--- config.mk ---
export PLATFORM = sky130hd
export DESIGN_NAME = three_level_ready_queue_with_aging_core
export DESIGN_NICKNAME = d
export VERILOG_FILES = /design/src/sv/tlrq_pkg.sv /design/src/sv/three_level_ready_queue_with_aging_core.sv
export SDC_FILE = /design/constraint.sdc
export NUM_CORES = 2
export LEC_CHECK = 0
export BUFFER_PORTS_ARGS = -buffer_cell sky130_fd_sc_hd__clkbuf_2
export CAP_MARGIN = 20
export CORE_MARGIN = 2
export CORE_UTILIZATION = 45
export DETAILED_ROUTE_END_ITERATION = 6
export PLACE_DENSITY = 0.68
export SKIP_LAST_GASP = 1
export SLEW_MARGIN = 10
export SYNTH_ARGS = -nofsm -noshare
export SYNTH_HDL_FRONTEND = slang
export SYNTH_SLANG_ARGS = --single-unit
export TNS_END_PERCENT = 10
--- constraint.sdc ---
create_clock -name clk_i -period 10.1 [get_ports clk_i]
set_clock_uncertainty 0.15 [all_clocks]
set_input_delay 0 -clock clk_i [delete_from_list [all_inputs] [get_ports clk_i]]
set_output_delay 0 -clock clk_i [all_outputs]
set_load 0.03 [all_outputs]
--- src/sv/tlrq_pkg.sv ---
// Shared types and codes for the three-level ready queue with aging.
// No dependencies.
package tlrq_pkg;

  typedef enum logic [1:0] {
    OP_ENQUEUE = 2'd0,
    OP_PICK    = 2'd1,
    OP_AGE     = 2'd2,
    OP_NONE    = 2'd3
  } op_e;

  typedef enum logic [1:0] {
    ST_OK    = 2'd0,
    ST_EMPTY = 2'd1,
    ST_FULL  = 2'd2,
    ST_RSVD  = 2'd3
  } status_e;

  localparam int unsigned CfgIdxW = 3;
  localparam logic [CfgIdxW-1:0] CFG_L1_FLOOR  = 3'd0;
  localparam logic [CfgIdxW-1:0] CFG_L2_FLOOR  = 3'd1;
  localparam logic [CfgIdxW-1:0] CFG_AGE_LIMIT = 3'd2;
  localparam logic [CfgIdxW-1:0] CFG_AGE_STEP  = 3'd3;
  localparam logic [CfgIdxW-1:0] CFG_PRIO_CEIL = 3'd4;

  typedef struct packed {
    logic [1:0]  op;
    logic [7:0]  task_id;
    logic [7:0]  task_priority;
    logic [15:0] burst_estimate;
    logic [31:0] now_ticks;
  } in_t;

  typedef struct packed {
    logic [7:0] picked_id;
    logic [1:0] picked_level;
    logic [1:0] status;
  } out_t;

endpackage

--- src/sv/three_level_ready_queue_with_aging_core.sv ---
// Three-level ready queue with aging: top level, slot table and sequencer.
// Depends on tlrq_pkg.
//
// Usage: one request is taken on the in channel (op, task fields, now_ticks),
// and exactly one result is returned on the out channel (picked_id,
// picked_level, status). Configuration registers are written through the
// cfg channel, which is always ready; write only while the block is idle.
// Operation: the table is walked by a single comparator, one slot per cycle.
//   enqueue : stops at the lowest free slot, or walks the whole table if full
//   pick    : walks the whole table
//   aging   : the walk stops at each valid slot, which runs a
//             32-step restoring divider, then one multiply and a write-back
//   op 3    : all-zero result
// One request is in flight at a time; in_ready_o is low from acceptance
// until its result has been transferred.
// Reset empties the table, clears the order counter and loads the register
// defaults. A stalled receiver holds the result in the output register and
// keeps the block from taking the next request.
module three_level_ready_queue_with_aging_core #(
  parameter int unsigned TABLE_SLOTS = 32
) (
  input  logic                          clk_i,
  input  logic                          rst_ni,
  input  logic                          in_valid_i,
  output logic                          in_ready_o,
  input  tlrq_pkg::in_t                 in_data_i,
  output logic                          out_valid_o,
  input  logic                          out_ready_i,
  output tlrq_pkg::out_t                out_data_o,
  input  logic                          cfg_valid_i,
  output logic                          cfg_ready_o,
  input  logic [tlrq_pkg::CfgIdxW-1:0]  cfg_index_i,
  input  logic [15:0]                   cfg_data_i
);
  import tlrq_pkg::*;

  localparam int unsigned IdxW = (TABLE_SLOTS > 1) ? $clog2(TABLE_SLOTS) : 1;
  localparam int unsigned CntW = $clog2(TABLE_SLOTS + 1);
  localparam logic [CntW-1:0] CntEnd = CntW'(TABLE_SLOTS);

  typedef enum logic [2:0] {
    S_IDLE, S_ENQ, S_PICK, S_AGE_SCAN, S_AGE_DIV, S_AGE_MUL, S_AGE_WB
  } state_e;

  state_e state_q;
  logic   out_valid_q;
  out_t   out_q;
  in_t    req_q;

  logic [7:0]  l1_floor_q, l2_floor_q, age_step_q, ceil_q;
  logic [15:0] limit_q;

  logic [TABLE_SLOTS-1:0] valid_q;
  logic [CntW-1:0]        cnt_q;
  logic [31:0]            order_cnt_q;

  logic [7:0]  task_q  [TABLE_SLOTS];
  logic [7:0]  prio_q  [TABLE_SLOTS];
  logic [15:0] burst_q [TABLE_SLOTS];
  logic [15:0] accum_q [TABLE_SLOTS];
  logic [31:0] start_q [TABLE_SLOTS];
  logic [31:0] order_q [TABLE_SLOTS];

  logic        found_q;
  logic [IdxW-1:0] best_idx_q;
  logic [1:0]  best_lvl_q;
  logic [15:0] best_burst_q;
  logic [7:0]  best_prio_q;
  logic [31:0] best_order_q;
  logic [7:0]  best_task_q;

  logic [31:0] dvd_q;
  logic [15:0] rem_q;
  logic [4:0]  bit_q;
  logic [39:0] prod_q;
  logic        steps_nz_q;

  function automatic logic [1:0] level_of(logic [7:0] p, logic [7:0] f1, logic [7:0] f2);
    logic [1:0] l;
    if (p >= f1)      l = 2'd1;
    else if (p >= f2) l = 2'd2;
    else              l = 2'd3;
    return l;
  endfunction

  logic [IdxW-1:0] idx;
  logic            at_end;
  logic [7:0]      cur_prio;
  logic [1:0]      cur_lvl;
  logic            first;
  logic            take;
  logic [31:0]     age_cur, age_best;
  logic [15:0]     lim;
  logic [16:0]     shifted;
  logic            qbit;
  logic [16:0]     rem_next;
  logic [32:0]     sum33;
  logic [31:0]     sum_sat;
  logic [40:0]     raised;
  logic [7:0]      new_prio;
  logic            lvl_change;

  assign idx      = cnt_q[IdxW-1:0];
  assign at_end   = (cnt_q == CntEnd);
  assign cur_prio = prio_q[idx];
  assign cur_lvl  = level_of(cur_prio, l1_floor_q, l2_floor_q);
  assign age_cur  = order_cnt_q - order_q[idx];
  assign age_best = order_cnt_q - best_order_q;
  assign lim      = (limit_q == 16'd0) ? 16'd1 : limit_q;
  assign shifted  = {rem_q, dvd_q[31]};
  assign qbit     = (shifted >= {1'b0, lim});
  assign rem_next = qbit ? (shifted - {1'b0, lim}) : shifted;
  assign sum33    = {17'd0, accum_q[idx]} + {1'b0, req_q.now_ticks - start_q[idx]};
  assign sum_sat  = sum33[32] ? 32'hFFFF_FFFF : sum33[31:0];
  assign raised   = {1'b0, prod_q} + {33'd0, cur_prio};

  always_comb begin
    if (cur_lvl == 2'd1 && burst_q[idx] != best_burst_q) begin
      first = burst_q[idx] < best_burst_q;
    end else if (cur_lvl == 2'd2 && cur_prio != best_prio_q) begin
      first = cur_prio > best_prio_q;
    end else begin
      first = age_cur > age_best;
    end
    take = valid_q[idx] &&
           (!found_q || cur_lvl < best_lvl_q || (cur_lvl == best_lvl_q && first));
    if (!steps_nz_q)                  new_prio = cur_prio;
    else if (raised >= {33'd0, ceil_q}) new_prio = ceil_q;
    else                              new_prio = raised[7:0];
    lvl_change = level_of(new_prio, l1_floor_q, l2_floor_q) != cur_lvl;
  end

  assign in_ready_o  = (state_q == S_IDLE) && !out_valid_q;
  assign out_valid_o = out_valid_q;
  assign out_data_o  = out_q;
  assign cfg_ready_o = 1'b1;

  // control: state, valid bits, counters, config, result register
  always_ff @(posedge clk_i or negedge rst_ni) begin
    if (!rst_ni) begin
      state_q     <= S_IDLE;
      out_valid_q <= 1'b0;
      out_q       <= '0;
      valid_q     <= '0;
      cnt_q       <= '0;
      order_cnt_q <= '0;
      found_q     <= 1'b0;
      bit_q       <= '0;
      l1_floor_q  <= 8'd100;
      l2_floor_q  <= 8'd50;
      limit_q     <= 16'd1500;
      age_step_q  <= 8'd10;
      ceil_q      <= 8'd149;
    end else begin
      if (out_valid_q && out_ready_i) out_valid_q <= 1'b0;
      if (cfg_valid_i) begin
        unique case (cfg_index_i)
          CFG_L1_FLOOR:  l1_floor_q <= cfg_data_i[7:0];
          CFG_L2_FLOOR:  l2_floor_q <= cfg_data_i[7:0];
          CFG_AGE_LIMIT: limit_q    <= cfg_data_i;
          CFG_AGE_STEP:  age_step_q <= cfg_data_i[7:0];
          CFG_PRIO_CEIL: ceil_q     <= cfg_data_i[7:0];
          default: ;
        endcase
      end
      unique case (state_q)
        S_IDLE: begin
          if (in_valid_i && in_ready_o) begin
            cnt_q   <= '0;
            found_q <= 1'b0;
            unique case (op_e'(in_data_i.op))
              OP_ENQUEUE: state_q <= S_ENQ;
              OP_PICK:    state_q <= S_PICK;
              OP_AGE:     state_q <= S_AGE_SCAN;
              default: begin
                out_valid_q <= 1'b1;
                out_q       <= '0;
              end
            endcase
          end
        end
        S_ENQ: begin
          if (at_end) begin
            out_valid_q <= 1'b1;
            out_q       <= '{picked_id: 8'd0, picked_level: 2'd0, status: ST_FULL};
            state_q     <= S_IDLE;
          end else if (!valid_q[idx]) begin
            valid_q[idx] <= 1'b1;
            order_cnt_q  <= order_cnt_q + 32'd1;
            out_valid_q  <= 1'b1;
            out_q        <= '{picked_id: 8'd0, picked_level: 2'd0, status: ST_OK};
            state_q      <= S_IDLE;
          end else begin
            cnt_q <= cnt_q + CntW'(1);
          end
        end
        S_PICK: begin
          if (at_end) begin
            out_valid_q <= 1'b1;
            state_q     <= S_IDLE;
            if (found_q) begin
              valid_q[best_idx_q] <= 1'b0;
              out_q <= '{picked_id: best_task_q, picked_level: best_lvl_q, status: ST_OK};
            end else begin
              out_q <= '{picked_id: 8'd0, picked_level: 2'd0, status: ST_EMPTY};
            end
          end else begin
            if (take) found_q <= 1'b1;
            cnt_q <= cnt_q + CntW'(1);
          end
        end
        S_AGE_SCAN: begin
          if (at_end) begin
            out_valid_q <= 1'b1;
            out_q       <= '{picked_id: 8'd0, picked_level: 2'd0, status: ST_OK};
            state_q     <= S_IDLE;
          end else if (valid_q[idx]) begin
            bit_q   <= '0;
            state_q <= S_AGE_DIV;
          end else begin
            cnt_q <= cnt_q + CntW'(1);
          end
        end
        S_AGE_DIV: begin
          bit_q <= bit_q + 5'd1;
          if (bit_q == 5'd31) state_q <= S_AGE_MUL;
        end
        S_AGE_MUL: state_q <= S_AGE_WB;
        S_AGE_WB: begin
          if (lvl_change) order_cnt_q <= order_cnt_q + 32'd1;
          cnt_q   <= cnt_q + CntW'(1);
          state_q <= S_AGE_SCAN;
        end
        default: state_q <= S_IDLE;
      endcase
    end
  end

  // datapath: slot table and scan/divider registers, no reset needed
  always_ff @(posedge clk_i) begin
    if (state_q == S_IDLE && in_valid_i && in_ready_o) req_q <= in_data_i;
    case (state_q)
      S_ENQ: begin
        if (!at_end && !valid_q[idx]) begin
          task_q[idx]  <= req_q.task_id;
          prio_q[idx]  <= req_q.task_priority;
          burst_q[idx] <= req_q.burst_estimate;
          accum_q[idx] <= 16'd0;
          start_q[idx] <= req_q.now_ticks;
          order_q[idx] <= order_cnt_q;
        end
      end
      S_PICK: begin
        if (!at_end && take) begin
          best_idx_q   <= idx;
          best_lvl_q   <= cur_lvl;
          best_burst_q <= burst_q[idx];
          best_prio_q  <= cur_prio;
          best_order_q <= order_q[idx];
          best_task_q  <= task_q[idx];
        end
      end
      S_AGE_SCAN: begin
        dvd_q <= sum_sat;
        rem_q <= 16'd0;
      end
      S_AGE_DIV: begin
        dvd_q <= {dvd_q[30:0], qbit};
        rem_q <= rem_next[15:0];
      end
      S_AGE_MUL: begin
        prod_q     <= {8'd0, dvd_q} * {32'd0, age_step_q};
        steps_nz_q <= (dvd_q != 32'd0);
      end
      S_AGE_WB: begin
        accum_q[idx] <= rem_q;
        start_q[idx] <= req_q.now_ticks;
        prio_q[idx]  <= new_prio;
        if (lvl_change) order_q[idx] <= order_cnt_q;
      end
      default: ;
    endcase
  end

  ast_busy_blocks_input: assert property (@(posedge clk_i) disable iff (!rst_ni)
    (state_q != S_IDLE) |-> !in_ready_o)
    else $error("input taken while busy");

  ast_empty_means_empty: assert property (@(posedge clk_i) disable iff (!rst_ni)
    ($rose(out_valid_q) && out_q.status == ST_EMPTY) |-> (valid_q == '0))
    else $error("empty pick with valid slots");

  ast_full_means_full: assert property (@(posedge clk_i) disable iff (!rst_ni)
    ($rose(out_valid_q) && out_q.status == ST_FULL) |-> (&valid_q))
    else $error("full status with free slot");

  ast_rem_below_limit: assert property (@(posedge clk_i) disable iff (!rst_ni)
    (state_q == S_AGE_MUL) |-> (rem_q < lim))
    else $error("divider remainder out of range");

endmodule

==> impl_metrics.tcl <==
set metrics [dict create \
    cts_max_level 5 \
    ys_warn_count 0 \
    hold_viol_final 0 \
    clockPowerShare_pct 23.6 \
    synth_cell_types 97 \
    power.share.sequential_pct 33.6 \
    wl_per_cell_um 31.3 \
    synth_edf_count 3808 \
    rows 222 \
    finalSetupViolCount 0 \
    pwr-share-comb_pct 42.8 \
    insertion_delay_ns 0.98 \
    max_cap_violations 0 \
    drv_slew 0 \
    switching_share_pct 36.8 \
    cts.clk_slew.worst_paths_ns 0.06 \
    rrSetupSlack_ns 0.67 \
    cts_resized 0 \
    endpoint_kind "flip-flop" \
    grt_usage_pct 24.1 \
    drt_iter0_markers 13090 \
    maxSlewHeadroom_pct 17.9 \
    ant_nets 0 \
    synth-compound-area-share_pct 5.00 \
    final_area_sq_um 189000 \
    start_util_pct 45.2 \
    dr_total_vias 91049 \
    antenna_found_initial 19 \
    powerDensity_nw_per_um2 329 \
    synthSimpleGateAreaFrac_pct 3.76 \
    status "complete, no violations" \
    clkSinkCount 3948 \
    p_int_uw 39400 \
    postSynth.asyncResetShare_pct 3.55 \
    die_h_um 610 \
    cp.arrival_ns 9.90 \
    cp-start-kind "flip-flop" \
    placed_area_sq_um 174000 \
    routed_via_density 6.27 \
    ir_worst_vdd_mv 0.626 \
    hold_path_class "primary input to asynchronous set/reset pin" \
    path_class "flip-flop to flip-flop" \
    holdWs_ns 0.0808 \
    fmax_mhz 106 \
    synth_top_family_by_area "multiplexers" \
    io_buffers 103 \
    cp_max_fo 139 \
    critPathRequiredTime_ns 10.57 \
    die_x_um 610 \
    dp_hpwl_mm 265 \
    ys_ff_latch 3948 \
    synth_area_sq_um 166000 \
    layout-drive-gt1-share_pct 21.9 \
    power_leakage_uw 0.0611 \
    synthAdderAreaFrac_pct 4.54 \
    period_minus_slack_ns 9.43 \
    grt_max_degree 140 \
    synth-xor-area-share_pct 1.11 \
    final_nets 9945 \
    synth-seq-area-share_pct 71.2 \
    synthCells 8780 \
    synth_nets 9359 \
    grt_pass1_vias 90477 \
    muxShareOfSynthArea_pct 12.5 \
    die-area_sq_um 373000 \
    place_congestion 0.882 \
    reg2reg_to "best_prio_q[2]" \
    drt_first_pass_iters 7 \
    synth-main-ff-cell "edfxtp_1" \
    drcViolationCount 0 \
    switchingPower_uw 23000 \
    rsz0062_at_grt "false" \
    clockRootBuffer "clkbuf_16" \
    grt_first_pass_wirelength_mm 651 \
    syn_to_final_growth_pct 14.3 \
    avgSynthCellArea_sq_um 18.9 \
    num_io_pins 105 \
    cts_tree "done" \
    reg2regPathDepth 25 \
    fin_crit_sh_pct 93.4 \
    worst_slew_pin_slew_ns 1.22 \
    final.setup.tns_ns 0 \
    core_sq_um 366000 \
    worstReg2RegStart "cnt_q[1]" \
    grt_overflow_total 0 \
    cts_buffers 390 \
    clk_path_buf_depth 4 \
    totalWireLength_mm 455 \
]
-- layout by cell type, fill, tap and decap left out, types with 186 or more instances in the layout --
cell type and n:
buf_4 262, clkbuf_16 400, a21oi_1 187, ha_1 303, fa_1 186, a22oi_1 330
dlygate4sd3_1 198, mux4_2 904, edfxtp_1 3808, inv_1 352, nand2_1 357
-- worst max-delay path: stages (launching register included) --
cell	delay (ns)
dfrtp_4	0.67
buf_12	0.64
buf_4	0.74
mux4_2	0.44
a22o_1	0.26
nor4_1	0.92
ha_1	0.40
or3_1	0.14
o21ai_0	0.10
a211oi_1	0.32
o21ai_1	0.19
o31ai_1	0.54
a41oi_1	0.24
o21ai_1	0.28
a31oi_1	0.18
o21bai_1	0.18
a21oi_1	0.11
xnor2_1	0.15
ha_1	0.30
nand2_1	0.08
nor4_1	0.38
a31o_2	0.21
o21ai_0	0.19
a311oi_1	0.42
a21o_4	0.21
buf_12	0.27
-- repair_timing --
item	CTS	global route
setup buffers	0	0
endpoints found under the hold margin	229	0
hold buffers	199	0
-- logic make-up after synthesis --
family / count (synthesis)
buf+inv: 776
flops: 3948
other cells: 1
simple gates: 1233
xor+xnor: 207
fa+ha+maj: 489
compound gates: 1186
mux: 940
-- routing by layer --
metal  vias to the layer above  track usage (%)  share of wire, %
li1                      36666                -                 -
met1                     48226             35.3                40
met2                      5393             37.2                46
met3                       756             4.86                11
met4                         8             6.24               2.8
met5                         -                0             0.021
-- worst max path at each step --
stage / slack, ns / to / cells past startpoint / start
after global placement: 0.73 / order_q[16][28] / 31 / cnt_q[0]
after detailed placement: 0.89 / best_prio_q[2] / 25 / cnt_q[0]
after global routing: 0.26 / best_order_q[2] / 25 / cnt_q[0]
after CTS: 0.84 / best_order_q[30] / 25 / cnt_q[1]
after floorplan: 0.47 / order_q[11][0] / 35 / cnt_q[0]
final: 0.67 / best_prio_q[2] / 25 / cnt_q[1]
-- synthesized netlist by cell type (79+ instances only) --
master | n | area share [%]
a22oi_1 | 330 | 1.5
mux4_2 | 904 | 12
nand2_1 | 360 | 0.82
edfxtp_1 | 3808 | 69
nand4_1 | 88 | 0.33
fa_1 | 186 | 2.2
dfrtp_1 | 121 | 1.8
ha_1 | 303 | 2.3
nor2_1 | 266 | 0.60
and2_1 | 136 | 0.51
a22o_1 | 133 | 0.70
xnor2_1 | 124 | 0.66
clkbuf_1 | 286 | 0.65
a21o_1 | 79 | 0.36
xor2_1 | 79 | 0.42
inv_1 | 353 | 0.80
a21oi_1 | 188 | 0.57
o21ai_0 | 171 | 0.52
-- state kept, by name, summed over array words and instances (netlist names), 32 cells and up --
signal and flops:
start_q 1024, task_q 256, burst_q 512, valid_q 32
prio_q 256, order_cnt_q 32, order_q 1024, prod_q 40
accum_q 512, dvd_q 32, req_q 64, best_order_q 32
-- per-stage QoR --
step / util (%) / std cells / setup slack (ns) / total power (uW)
final: 51.7 / 14520 / 0.670 / 62300
after floorplan: - / 8780 / 0.474 / 39600
after detailed placement: 47.5 / 13574 / 0.894 / 47500
after global placement: 47.5 / 13565 / 0.734 / 47000
after CTS: 51.6 / 14494 / 0.844 / 62300
after global routing: 51.7 / 14513 / 0.263 / 65700
-- power groups by stage --
stage / clock network (uW) / registers (uW) / logic (uW)
6_report: 14700 / 20900 / 26700
5_1_grt: 15500 / 21000 / 29200
4_1_cts: 14900 / 20900 / 26500
3_5_place_dp: 0 / 21300 / 26200
3_3_place_gp: 0 / 21200 / 25800
2_1_floorplan: 0 / 20800 / 18800
-- layout make-up --
cell class,instances,area [sq um]
clock buffers,458,10200
well taps,4816,6030
multi-input cells,4056,45500
inverters,354,1340
diodes,9,22.5
fillers,28255,177000
repair buffers,616,5480
flip-flops and latches,3948,118000
clock inverters,263,2740
No activity file was read; power rests on OpenSTA's default activity.
